**config.mk**
```make
export PLATFORM = sky130hd
export DESIGN_NAME = decimal_with_group_separators
export DESIGN_NICKNAME = d
export VERILOG_FILES = /design/src/sv/dwgs_pkg.sv /design/src/sv/dwgs_bcd.sv /design/src/sv/decimal_with_group_separators.sv
export SDC_FILE = /design/constraint.sdc
export NUM_CORES = 1
export LEC_CHECK = 0
export BUFFER_PORTS_ARGS = -buffer_cell sky130_fd_sc_hd__buf_2
export CAP_MARGIN = 20
export CORE_MARGIN = 3
export CORE_UTILIZATION = 33
export DETAILED_ROUTE_END_ITERATION = 16
export GPL_TIMING_DRIVEN = 0
export PLACE_DENSITY = 0.52
export SETUP_SLACK_MARGIN = 0.1
export SLEW_MARGIN = 0
export SYNTH_ARGS = -nofsm -noshare
export SYNTH_HDL_FRONTEND = slang
export SYNTH_SLANG_ARGS = --single-unit
```
**constraint.sdc**
```tcl
create_clock -name clk -period 3.1 [get_ports clk]
set_clock_uncertainty 0.1 [all_clocks]
set_input_delay 0.155 -clock clk [delete_from_list [all_inputs] [get_ports clk]]
set_output_delay 0.155 -clock clk [all_outputs]
set_load 0.1 [all_outputs]
```
**src/sv/dwgs_pkg.sv**
```systemverilog
`default_nettype none
package dwgs_pkg;

  localparam int DEFAULT_VALUE_WIDTH = 32;
  localparam logic [7:0] DEFAULT_SEPARATOR = 8'd44;  // comma
  localparam logic [7:0] ASCII_ZERO = 8'd48;
  localparam int GROUP_SIZE = 3;
  localparam int CFG_ADDR_W = 3;
  localparam logic [0:0] REG_SEPARATOR = 1'b0;

  // Decimal digits needed for 2^w - 1: floor(w * log10(2)) + 1,
  // with log10(2) taken as 1233 / 4096 (exact enough up to 64 bits).
  function automatic int digit_count(input int w);
    int d;
    begin
      d = ((w * 1233) >> 12) + 1;
      return d;
    end
  endfunction

  // Controls for the double-dabble digit register.
  typedef struct packed {
    logic clear;
    logic shift_bit;
    logic bit_in;
    logic shift_digit;
  } bcd_ctrl_t;

  typedef enum logic [4:0] {
    ST_IDLE = 5'b00001,
    ST_CONV = 5'b00010,
    ST_SKIP = 5'b00100,
    ST_EMIT = 5'b01000,
    ST_SPARE = 5'b10000
  } state_t;

endpackage
`default_nettype wire

```
**src/sv/dwgs_bcd.sv**
```systemverilog
`default_nettype none
module dwgs_bcd
  import dwgs_pkg::*;
#(
  parameter int NDIGITS = digit_count(DEFAULT_VALUE_WIDTH)
) (
  input  wire logic       clk,
  input  wire bcd_ctrl_t  ctrl,
  output logic [3:0]      top_digit
);

  localparam int BW = 4 * NDIGITS;

  logic [BW-1:0] bcd;
  logic [BW-1:0] adj;

  // Add three to every digit of five or more before the next doubling.
  always_comb begin
    for (int i = 0; i < NDIGITS; i++) begin
      adj[4*i +: 4] = (bcd[4*i +: 4] >= 4'd5) ? bcd[4*i +: 4] + 4'd3 : bcd[4*i +: 4];
    end
  end

  always_ff @(posedge clk) begin
    if (ctrl.clear) begin
      bcd <= '0;
    end else if (ctrl.shift_bit) begin
      bcd <= {adj[BW-2:0], ctrl.bit_in};
    end else if (ctrl.shift_digit) begin
      bcd <= {bcd[BW-5:0], 4'd0};
    end
  end

  assign top_digit = bcd[BW-1 -: 4];

endmodule
`default_nettype wire

```
**src/sv/decimal_with_group_separators.sv**
```systemverilog
// Operation: VALUE_WIDTH bits are converted bit-serially, leading zero digits are dropped,
//   and the characters (digits and separators) are sent one by one through the output
//   register, which m_tready can stall.
// One value at a time: the next transfer is taken once the last character sits in the
//   output register.
// Reset (rst, synchronous, active high) returns to idle, empties the output register
//   and sets the separator to comma.
`default_nettype none
module decimal_with_group_separators
  import dwgs_pkg::*;
#(
  parameter int VALUE_WIDTH = DEFAULT_VALUE_WIDTH
) (
  input  wire logic                      clk,
  input  wire logic                      rst,
  // Input stream: one number per transfer
  input  wire logic                      s_tvalid,
  output logic                           s_tready,
  // s_tdata: value (low VALUE_WIDTH bits used)
  input  wire logic [((VALUE_WIDTH > 32) ? ((VALUE_WIDTH + 7) / 8) * 8 : 32)-1:0] s_tdata,
  // Output stream: one character per transfer
  output logic                           m_tvalid,
  input  wire logic                      m_tready,
  output logic [7:0]                     m_tdata,   // text_char
  output logic                           m_tlast,   // last
  // Configuration port
  input  wire logic                      psel,
  input  wire logic                      penable,
  input  wire logic                      pwrite,
  input  wire logic [CFG_ADDR_W-1:0]     paddr,
  input  wire logic [31:0]               pwdata,
  output logic [31:0]                    prdata,
  output logic                           pready
);

  localparam int NDIGITS = digit_count(VALUE_WIDTH);
  localparam int CNT_W = $clog2(VALUE_WIDTH);
  localparam int REM_W = $clog2(NDIGITS + 1);
  localparam logic [1:0] GRP_INIT = 2'(NDIGITS % GROUP_SIZE);

  // Separator register
  logic [7:0] separator;
  logic [7:0] sep_eff;

  assign pready = 1'b1;
  assign prdata = {24'd0, separator};

  always_ff @(posedge clk) begin
    if (rst) begin
      separator <= DEFAULT_SEPARATOR;
    end else if (psel && penable && pwrite && (paddr[2] == REG_SEPARATOR)) begin
      separator <= pwdata[7:0];
    end
  end

  // A zero separator stands for the default comma.
  assign sep_eff = (separator == 8'd0) ? DEFAULT_SEPARATOR : separator;

  // Sequencer registers
  state_t                 state, state_next;
  logic [VALUE_WIDTH-1:0] val, val_next;
  logic [CNT_W-1:0]       cnt, cnt_next;
  logic [REM_W-1:0]       rem, rem_next;      // digits still in the BCD register
  logic [1:0]             grp, grp_next;      // rem modulo three
  logic                   sep_pend, sep_pend_next;
  logic                   out_valid, out_valid_next;
  logic [7:0]             out_char, out_char_next;
  logic                   out_last, out_last_next;

  bcd_ctrl_t  bcd_ctrl;
  logic [3:0] top_digit;
  logic       in_xfer;
  logic       out_free;
  logic [1:0] grp_dec;

  dwgs_bcd #(
    .NDIGITS (NDIGITS)
  ) u_bcd (
    .clk       (clk),
    .ctrl      (bcd_ctrl),
    .top_digit (top_digit)
  );

  assign s_tready = (state == ST_IDLE);
  assign in_xfer  = s_tvalid && s_tready;
  // The output register can take a character when empty or being drained.
  assign out_free = !out_valid || m_tready;
  assign grp_dec  = (grp == 2'd0) ? 2'd2 : grp - 2'd1;

  always_comb begin
    state_next     = state;
    val_next       = val;
    cnt_next       = cnt;
    rem_next       = rem;
    grp_next       = grp;
    sep_pend_next  = sep_pend;
    out_valid_next = out_valid && !m_tready;
    out_char_next  = out_char;
    out_last_next  = out_last;
    bcd_ctrl       = '0;

    case (state)
      ST_IDLE: begin
        if (in_xfer) begin
          // Take the number and clear the digit register.
          val_next       = s_tdata[VALUE_WIDTH-1:0];
          cnt_next       = '0;
          bcd_ctrl.clear = 1'b1;
          state_next     = ST_CONV;
        end
      end
      ST_CONV: begin
        // Double-dabble: one binary bit into the digit register each cycle.
        bcd_ctrl.shift_bit = 1'b1;
        bcd_ctrl.bit_in    = val[VALUE_WIDTH-1];
        val_next           = {val[VALUE_WIDTH-2:0], 1'b0};
        cnt_next           = cnt + 1'b1;
        if (cnt == CNT_W'(VALUE_WIDTH - 1)) begin
          rem_next      = REM_W'(NDIGITS);
          grp_next      = GRP_INIT;
          sep_pend_next = 1'b0;
          state_next    = ST_SKIP;
        end
      end
      ST_SKIP: begin
        // Drop leading zero digits, keeping at least one digit.
        if (top_digit == 4'd0 && rem != REM_W'(1)) begin
          bcd_ctrl.shift_digit = 1'b1;
          rem_next             = rem - 1'b1;
          grp_next             = grp_dec;
        end else begin
          state_next = ST_EMIT;
        end
      end
      ST_EMIT: begin
        if (out_free) begin
          out_valid_next = 1'b1;
          if (sep_pend) begin
            out_char_next = sep_eff;
            out_last_next = 1'b0;
            sep_pend_next = 1'b0;
          end else begin
            out_char_next = ASCII_ZERO + {4'd0, top_digit};
            out_last_next = (rem == REM_W'(1));
            if (rem == REM_W'(1)) begin
              state_next = ST_IDLE;
            end else begin
              // Advance to the next digit; a separator follows when the
              // digits left form whole groups of three.
              bcd_ctrl.shift_digit = 1'b1;
              rem_next             = rem - 1'b1;
              grp_next             = grp_dec;
              sep_pend_next        = (grp_dec == 2'd0);
            end
          end
        end
      end
      default: begin
        state_next = ST_IDLE;
      end
    endcase
  end

  always_ff @(posedge clk) begin
    if (rst) begin
      state     <= ST_IDLE;
      out_valid <= 1'b0;
      sep_pend  <= 1'b0;
    end else begin
      state     <= state_next;
      out_valid <= out_valid_next;
      sep_pend  <= sep_pend_next;
    end
  end

  // Payload and counters hold their value outside their state; no reset.
  always_ff @(posedge clk) begin
    val      <= val_next;
    cnt      <= cnt_next;
    rem      <= rem_next;
    grp      <= grp_next;
    out_char <= out_char_next;
    out_last <= out_last_next;
  end

  assign m_tvalid = out_valid;
  assign m_tdata  = out_char;
  assign m_tlast  = out_last;

endmodule
`default_nettype wire
```
==> flow_summary.ini, run 1 <==
[outcome]
status = completed

[cts]
max-clock-path-buffers = 2
clkSinkCount = 106
clock_latency_ns = 0.36
cts_buffers = 9
clkTransAtPathRegs_ns = 0.07
cts_root_buf = clkbuf_16
cts_tree = done
htreeDepth = 3

[logic_synthesis]
ys_seq_area_frac = 0.434
synth_ff_type = dfxtp_1
synth_top_area_cell = edfxtp_1
synth_edf_count = 52
syn-cell-area_mm2 = 0.00609
synthCells = 683
synth_area_leaders = edfxtp_1, dfxtp_1, nand2_1, ha_1, nand3_1
synth_commonest_cells = nand2_1, dfxtp_1, edfxtp_1
synth_seq_cells = 106
postSynthAreaPerCell_um2 = 8.92
synth_most_common_cell = nand2_1
ys_async_sr_fraction = 0
synthDominantCellAreaShare = 0.256
ys_warn_count = 0
yosysUniqueCellTypes = 59

[drt]
vias_per_cell = 5.17
dr_wl_met3_mm = 1.06
dr.max_layer_used = met4
drtIter0Drc = 414
drc = 0
wirelength_mm = 17.1
post_drt_wl_per_cell_um = 16.1
first_pass_iters = 6
wl_met1_mm = 7.57
wl_met2_mm = 8.19
vias = 5482
ant_nets = 0

[sta]
setup_violations = 0
finalMaxSlewViolations = 0
max_freq_mhz = 368
finalCritPeriodShare = 0.877
setup_slack_ns = 0.382
tns_ns = 0
rsz0062_at_grt = no
hold_viol = 0
tightestPinTransition_ns = 0.926
max_slew_margin = 0.380
fin_crit_ns = 2.72

[setup_path]
crit_required_ns = 3.03
worstPathArrival_ns = 2.65
worst_setup_path_end_kind = flip-flop
r2r-end = val[1]$_DFFE_PP_
crit_buf_inv = 3
cp_top_family = simple AND/OR/NAND/NOR gates
worstPathMaxFanout = 37
critical_path.endpoint = val[1]$_DFFE_PP_
crit_path_start = state[1]$_SDFFE_PP0P_
critPathLaunchType = flip-flop
cp_slowest_cell = or4b_2
path_class = reg -> reg
r2r_cells = 5
ff2ff_setup_slack_ns = 0.38
path_depth = 5
r2r_start = state[1]$_SDFFE_PP0P_
cp_cell_sequence = or4b_2 -> buf_2 -> clkbuf_1 -> buf_1 -> nand2_8
cpPeakStageDelay_ns = 0.60

[global_route]
grt_pass1_wl_mm = 27.1
grt_pass1_vias = 5169
grt_overflow_total = 0
grt_antenna_before_repair = 0
grt_usage = 0.168
grt_start_max_net_pins = 38

[finish]
areaGrowthSynthToFinish_pct = 23.7
drive_gt1_frac = 0.177
num-nets-final = 927
fin_cells = 1060
design_area_mm2 = 0.00754
n_antenna_cell = 0

[floorplan]
fp-row-count = 49
start_util = 0.338
die_area_mm2 = 0.0201
die_width_um = 142
die_y_um = 142
coreArea_mm2 = 0.0180
io_pins = 118

[placement]
postPlaceCellArea_mm2 = 0.00682
io_buffers = 66
dpl_worst_slack_ns = 0.255
place.gp.congestion = 0.838
placedCellCount = 1001
dp_hpwl_mm = 11.5

[power]
cellLeakagePower_nw = 3.00
p_per_area_mw_per_mm2 = 437
peakVddDrop_uv = 331

[hold_path]
hp-class = in -> reg

[job]
drv_cap = 0
-- worst min path at each step --
| stage | startpoint | end | slack [ns] | cells past startpoint |
|---|---|---|---|---|
| finish | s_tvalid | state[0]$_SDFFE_PP1P_ | 0.007 | 4 |
| detailed placement | pwdata[5] | separator[5]$_SDFFE_PP1P_ | 0.28 | 3 |
| global route | s_tvalid | state[0]$_SDFFE_PP1P_ | 0.03 | 4 |
| floorplan | rst | state[0]$_SDFFE_PP1P_ | 0.16 | 2 |
| CTS | s_tvalid | state[0]$_SDFFE_PP1P_ | 0.0004 | 4 |
| global placement | pwdata[5] | separator[5]$_SDFFE_PP1P_ | 0.27 | 3 |
-- layer usage --
| layer | vias up | track usage |
|---|---|---|
| li1 | 2687 | - |
| met1 | 2577 | 0.223 |
| met2 | 198 | 0.278 |
| met3 | 20 | 0.0391 |
| met4 | 0 | 0.0444 |
| met5 | - | 0 |
-- placed cells by master, fill, tap and decap left out, types with 13 or more instances in the layout --
master,netlist,final
nand2b_1,13,13
a21oi_1,44,44
nand3_1,47,47
dfxtp_1,54,54
o211ai_1,13,13
nand2_1,132,131
a31oi_1,18,18
dlygate4sd3_1,0,43
a211oi_1,13,13
buf_4,25,25
conb_1,2,25
clkbuf_1,30,31
ha_1,27,27
buf_2,12,78
edfxtp_1,52,52
inv_1,25,25
nor2_1,36,36
-- sequential cells by signal, indices dropped and copies added (netlist names) --
name       cells
sep_pend       1
m_tlast        1
u_bcd.bcd     40
m_tdata        8
separator      8
cnt            5
rem            4
m_tvalid       1
state          4
grp            2
val           32
-- metrics by stage --
step                      utilization  hold WS (ns)  power [mW]
after floorplan                     -         0.155        2.03
after global placement          0.378         0.271        2.15
after detailed placement        0.378         0.278        2.16
after CTS                       0.418      0.000435        3.32
after global routing            0.418        0.0275        3.43
final                           0.418       0.00667        3.29
-- cells by family (layout without fill, tap and decap cells) --
logic type	Yosys count	after routing	share of synthesized area
AOI/OAI and AO/OA	160	160	0.193
xor gates and xnor gates	5	5	0.00719
adders and majority gates	27	27	0.0554
buffers and inverters	100	225	0.0807
DFF	106	106	0.434
muxes	9	9	0.0148
other	2	25	0.00123
and+or+nand+nor	274	274	0.215
-- worst reg2reg max path: stages, from the launching register on --
cell	delay [ns]
dfxtp_1	0.47
or4b_2	0.60
buf_2	0.21
clkbuf_1	0.29
buf_1	0.36
nand2_8	0.33
-- layout make-up --
type	instances	area [µm²]
fill	1818	10500
clock inverter	6	48.8
sequential	106	2640
multi-input combinational	500	3080
clock buffer	10	229
buffer	75	398
inverter	25	93.8
timing repair buffer	109	761
tap	229	287
-- where the power goes --
| part | total [mW] | internal [mW] | leakage, nW | switching [mW] |
|---|---|---|---|---|
| Clock | 1.12 | 0.556 | 0.134 | 0.561 |
| Combinational | 0.575 | 0.183 | 1.94 | 0.392 |
| Sequential | 1.60 | 1.55 | 0.917 | 0.0460 |
| Total | 3.29 | 2.29 | 3.00 | 1.00 |
-- what timing repair did --
item / 4_1_cts / 5_1_grt
endpoints found under the setup margin: 0 / 37
endpoints found under the hold margin: 41 / 0
gates resized for setup: 0 / 1
hold buffers: 43 / 0
buffers inserted: 0 / 0
Note: power is estimated with default switching activity, not from simulation.
==> inputs of run 2 (changes only) <==
PLACE_DENSITY = not set   (was 0.52)
==> flow_summary.ini, run 2 (same netlist as run 1, synthesis figures left out) <==
[floorplan]
die_area_mm2 = 0.0201
die_width_um = 142
coreArea_mm2 = 0.0180
start_util = 0.338
fp-row-count = 49
io_pins = 118
die_y_um = 142

[placement]
dp_hpwl_mm = 10.9
io_buffers = 66
place.gp.congestion = 0.792

[setup_path]
critPathLaunchType = flip-flop
cp_slowest_cell = nor2_1
crit_required_ns = 3.27
path_class = reg -> reg
worstPathMaxFanout = 9
cpPeakStageDelay_ns = 0.83
cp_cell_sequence = inv_1 -> ha_1 -> or3b_2 -> clkbuf_1 -> nor2_1 -> o21ai_0 -> a41oi_1
worstPathArrival_ns = 2.93
worst_setup_path_end_kind = flip-flop

[sta]
hold_viol = 0
setup_violations = 0
tightestPinTransition_ns = 1.04
fin_crit_ns = 2.77
finalMaxSlewViolations = 0
rsz0062_at_grt = no
finalCritPeriodShare = 0.892
tns_ns = 0
max_slew_margin = 0.303
max_freq_mhz = 362

[global_route]
grt_start_max_net_pins = 38
grt_pass1_vias = 5138
grt_pass1_wl_mm = 27.1
grt_antenna_before_repair = 0
grt_usage = 0.166
grt_overflow_total = 0

[finish]
n_fill_cell = 1844
areaGrowthSynthToFinish_pct = 23.8
final_common_cell = nand2_1
largest_register_ffs = 40
layout_common_cells = nand2_1, buf_2, dfxtp_1
n_antenna_cell = 0
drive_gt1_frac = 0.178
reg.largest.list = u_bcd.bcd x40, val x32
top_register = u_bcd.bcd
utilization = 0.419
num-nets-final = 928

[drt]
drc = 0
vias = 5453
wirelength_mm = 16.6
ant_nets = 0
vias_per_cell = 5.14
drtIter0Drc = 506
post_drt_wl_per_cell_um = 15.7
first_pass_iters = 5

[job]
drv_cap = 0

[cts]
cts_tree = done
cts_root_buf = clkbuf_16
clkSinkCount = 106
max-clock-path-buffers = 2
cts_buffers = 9
clock_latency_ns = 0.35
clkTransAtPathRegs_ns = 0.07
htreeDepth = 3
post_cts_buffers = 0

[power]
peakVddDrop_uv = 261
p_per_area_mw_per_mm2 = 434
cellLeakagePower_nw = 3.00

[hold_path]
hp-class = in -> reg

[outcome]
status = completed
run 2: cell types whose count changed in the layout (fill, tap and decap cells not counted):
cell and change:
clkinvlp_4 +1, clkbuf_1 -1, clkinv_2 +2, dlygate4sd3_1 +1
clkinv_4 -2, inv_6 +1, inv_4 -1
run 2: worst paths after layout:
path | startpoint | end | slack, ns | cells past startpoint
worst max-delay path | rem[1]$_SDFFCE_PN1P_ | u_bcd.bcd[39]$_SDFFE_PP0P_ | 0.33 | 7
worst max register to register | rem[1]$_SDFFCE_PN1P_ | u_bcd.bcd[39]$_SDFFE_PP0P_ | 0.33 | 7
worst min-delay path | s_tvalid | state[2]$_SDFFE_PP0P_ | 0.09 | 4
worst min register to register | separator[6]$_SDFFE_PP0P_ | separator[6]$_SDFFE_PP0P_ | 0.39 | 2
run 2: worst max-delay path: cells and delay by family (launching register included):
| family | cells | cell delay [ns] |
|---|---|---|
| adder cells (fa/ha/maj) | 1 | 0.15 |
| AND/OR/NAND/NOR | 2 | 1.27 |
| buffers and inverters | 2 | 0.30 |
| flip-flops | 1 | 0.38 |
| AO/OA/AOI/OAI | 2 | 0.49 |
run 2: power by group:
part	switching [mW]	internal (mW)
clock	0.547	0.551
combinational	0.394	0.184
sequential	0.0462	1.55
run 2: metrics by stage:
step           power, mW  hold slack [ns]  instances  setup slack (ns)  area, µm²
2_1_floorplan       2.03            0.155        706             0.232       6200
3_3_place_gp        2.15            0.278       1001             0.242       6820
3_5_place_dp        2.16            0.281       1001             0.259       6820
4_1_cts             3.30           0.0822       1061             0.241       7540
5_1_grt             3.43            0.108       1061             0.151       7550
6_report            3.28           0.0939       1061             0.334       7550
run 2: what timing repair did:
item,CTS,global route
endpoints found under the setup margin,0,37
hold buffers,44,0
endpoints found under the hold margin,41,0
gates resized for setup,0,1
run 2: final cells by class:
cell class                 count  area (µm²)  area share
inverter                      25        93.8      0.0124
tap                          229         287      0.0380
sequential                   106        2640       0.350
clock inverter                 7        51.3     0.00680
multi-input combinational    500        3080       0.408
clock buffer                   9         225      0.0298
timing repair buffer         110         771       0.102
buffer                        75         398      0.0527
run 2: routing by layer:
| metal | up-vias | track usage | part of all wire |
|---|---|---|---|
| li1 | 2695 | - | - |
| met1 | 2544 | 0.225 | 0.44 |
| met2 | 192 | 0.272 | 0.48 |
| met3 | 22 | 0.0246 | 0.067 |
| met4 | 0 | 0.0591 | 0.018 |
| met5 | - | 0 | 0 |
==> inputs of run 3 (changes only) <==
ABC_AREA = 1   (was not set)
CORE_MARGIN = 4   (was 3)
PLACE_DENSITY = 0.56   (was not set)
==> flow_summary.ini, run 3 <==
[outcome]
status = completed

[cts]
htreeDepth = 3
cts_tree = done
cts_root_buf = clkbuf_16
clkTransAtPathRegs_ns = 0.07
max-clock-path-buffers = 2
clock_latency_ns = 0.36
cts-resized-gates = 0
cts_buffers = 9
clkSinkCount = 106

[logic_synthesis]
synthDominantCellAreaShare = 0.257
synth_ff_type = dfxtp_1
syn-cell-area_mm2 = 0.00608
synth_most_common_cell = nand2_1
synth_seq_cells = 106
yosysUniqueCellTypes = 32
synth_area_leaders = edfxtp_1, dfxtp_1, nand2_1, nor2_1, ha_1
synth_edf_count = 52
synth_commonest_cells = nand2_1, nor2_1, inv_1
synthCells = 830
ys_async_sr_fraction = 0
postSynthAreaPerCell_um2 = 7.33
synth_top_area_cell = edfxtp_1
ys_warn_count = 0
ys_seq_area_frac = 0.434

[floorplan]
fp-row-count = 49
die_area_mm2 = 0.0207
io_pins = 118
start_util = 0.337
die_y_um = 144
coreArea_mm2 = 0.0180
die_width_um = 144

[global_route]
grt_start_max_net_pins = 38
grt_pass1_wl_mm = 25.2
grt_overflow_total = 0
grt_pass1_vias = 5061
grt_usage = 0.152
grt_antenna_before_repair = 0

[sta]
setup_violations = 0
max_freq_mhz = 379
max_slew_margin = 0.344
setup_slack_ns = 0.461
hold_viol = 0
rsz0062_at_grt = no
fin_crit_ns = 2.64
tightestPinTransition_ns = 0.978
finalCritPeriodShare = 0.851
finalMaxSlewViolations = 0

[drt]
vias_per_cell = 4.54
drtIter0Drc = 350
post_drt_wl_per_cell_um = 12.8
wirelength_mm = 15.4
ant_nets = 0
vias = 5472
drc = 0
first_pass_iters = 8

[finish]
drive_gt1_frac = 0.149
num-nets-final = 1073
n_fill_cell = 1897
top_register = u_bcd.bcd
seqCellArea_mm2 = 0.00264
final_common_cell = nand2_1
reg.largest.list = u_bcd.bcd x40, val x32
areaGrowthSynthToFinish_pct = 23.9
largest_register_ffs = 40
n_antenna_cell = 0
layout_common_cells = nand2_1, nor2_1, inv_1, buf_2, nand3_1
multi_input_area_mm2 = 0.00285

[power]
p_per_area_mw_per_mm2 = 661
p_total_mw = 4.98
cellLeakagePower_nw = 3.58
peakVddDrop_uv = 339

[placement]
io_buffers = 66
place.gp.congestion = 0.870
dp_hpwl_mm = 10.7
dpl_worst_slack_ns = 0.372

[setup_path]
cp_slowest_cell = a211oi_1
path_class = reg -> reg
cp_cell_sequence = nor2_1 -> nand2_2 -> clkbuf_1 -> nand3_1 -> nand2_1 -> a211oi_1
worstPathArrival_ns = 2.52
crit_required_ns = 2.98
cpPeakStageDelay_ns = 0.77
worst_setup_path_end_kind = flip-flop
critPathLaunchType = flip-flop
worstPathMaxFanout = 10

[job]
drv_cap = 0

[hold_path]
hp-class = in -> reg
run 3: cell count changes after synthesis, sizes merged, moves of 12 or more:
| cell | previous run | this run |
|---|---|---|
| a21oi | 45 | 21 |
| nand4 | 0 | 29 |
| a211oi | 13 | 1 |
| a31oi | 18 | 0 |
| o21ai | 8 | 55 |
| clkbuf | 30 | 8 |
| nand2b | 13 | 0 |
| nand2 | 132 | 262 |
| inv | 25 | 87 |
| nor2 | 36 | 107 |
run 3: worst max-delay path, delay by kind of cell (launching register included):
family          cells  cell delay, ns
compound gates      1            0.77
simple gates        4            0.69
buf+inv             1            0.36
flops               1            0.33
run 3: what timing repair did:
action | in CTS | in global routing
hold buffers | 41 | 0
setup buffers | 0 | 0
endpoints found under the hold margin | 42 | 0
run 3: kinds of logic (layout without fill, tap and decap cells):
| family | after synthesis | in the layout | share of synthesized area |
|---|---|---|---|
| flops | 106 | 106 | 0.434 |
| other cells | 2 | 25 | 0.00123 |
| simple gates | 465 | 465 | 0.320 |
| compound gates | 86 | 86 | 0.0749 |
| fa+ha+maj | 27 | 27 | 0.0555 |
| buf+inv | 143 | 267 | 0.113 |
| xor+xnor | 1 | 1 | 0.00144 |
run 3: final timing paths:
path,start,cells after the start,endpoint,slack (ns)
worst max-delay path,state[3]$_SDFFE_PP0P_,6,rem[3]$_SDFFCE_PN1P_,0.46
worst min-delay path,s_tvalid,4,u_bcd.bcd[31]$_SDFFE_PP0P_,0.06
worst max register to register,state[3]$_SDFFE_PP0P_,6,rem[3]$_SDFFCE_PN1P_,0.46
worst min register to register,u_bcd.bcd[37]$_SDFFE_PP0P_,2,u_bcd.bcd[37]$_SDFFE_PP0P_,0.41
run 3: through the flow:
step	cell area [µm²]	hold WS [ns]	setup TNS, ns	utilization	instances
finish	7540	0.0587	0	0.418	1206
global route	7540	0.0932	0	0.418	1206
CTS	7540	0.0615	0	0.418	1206
detailed placement	6800	0.247	0	0.377	1149
global placement	6790	0.249	-4.67	0.377	1148
floorplan	6170	0.124	0	-	853
run 3: where the power goes:
part | total [mW] | switching (mW) | internal, mW | leakage (nW)
sequential | 2.04 | 0.235 | 1.80 | 0.921
combinational | 1.67 | 1.15 | 0.527 | 2.50
clock | 1.27 | 0.554 | 0.716 | 0.159
total | 4.98 | 1.93 | 3.05 | 3.58
run 3: area by class of cell:
cell class / count / area share
multi-input cells: 604 / 0.378
well taps: 229 / 0.0380
clock inverters: 7 / 0.0134
repair buffers: 108 / 0.0990
inverters: 88 / 0.0438
clock buffers: 9 / 0.0299
flip-flops and latches: 106 / 0.351
plain buffers: 55 / 0.0470
run 3: routing by layer:
| metal | global-route usage | vias up | routed length [µm] |
|---|---|---|---|
| li1 | - | 2916 | - |
| met1 | 0.200 | 2435 | 7140 |
| met2 | 0.256 | 110 | 7380 |
| met3 | 0.0280 | 11 | 700 |
| met4 | 0.0446 | 0 | 195 |
| met5 | 0 | - | 0 |
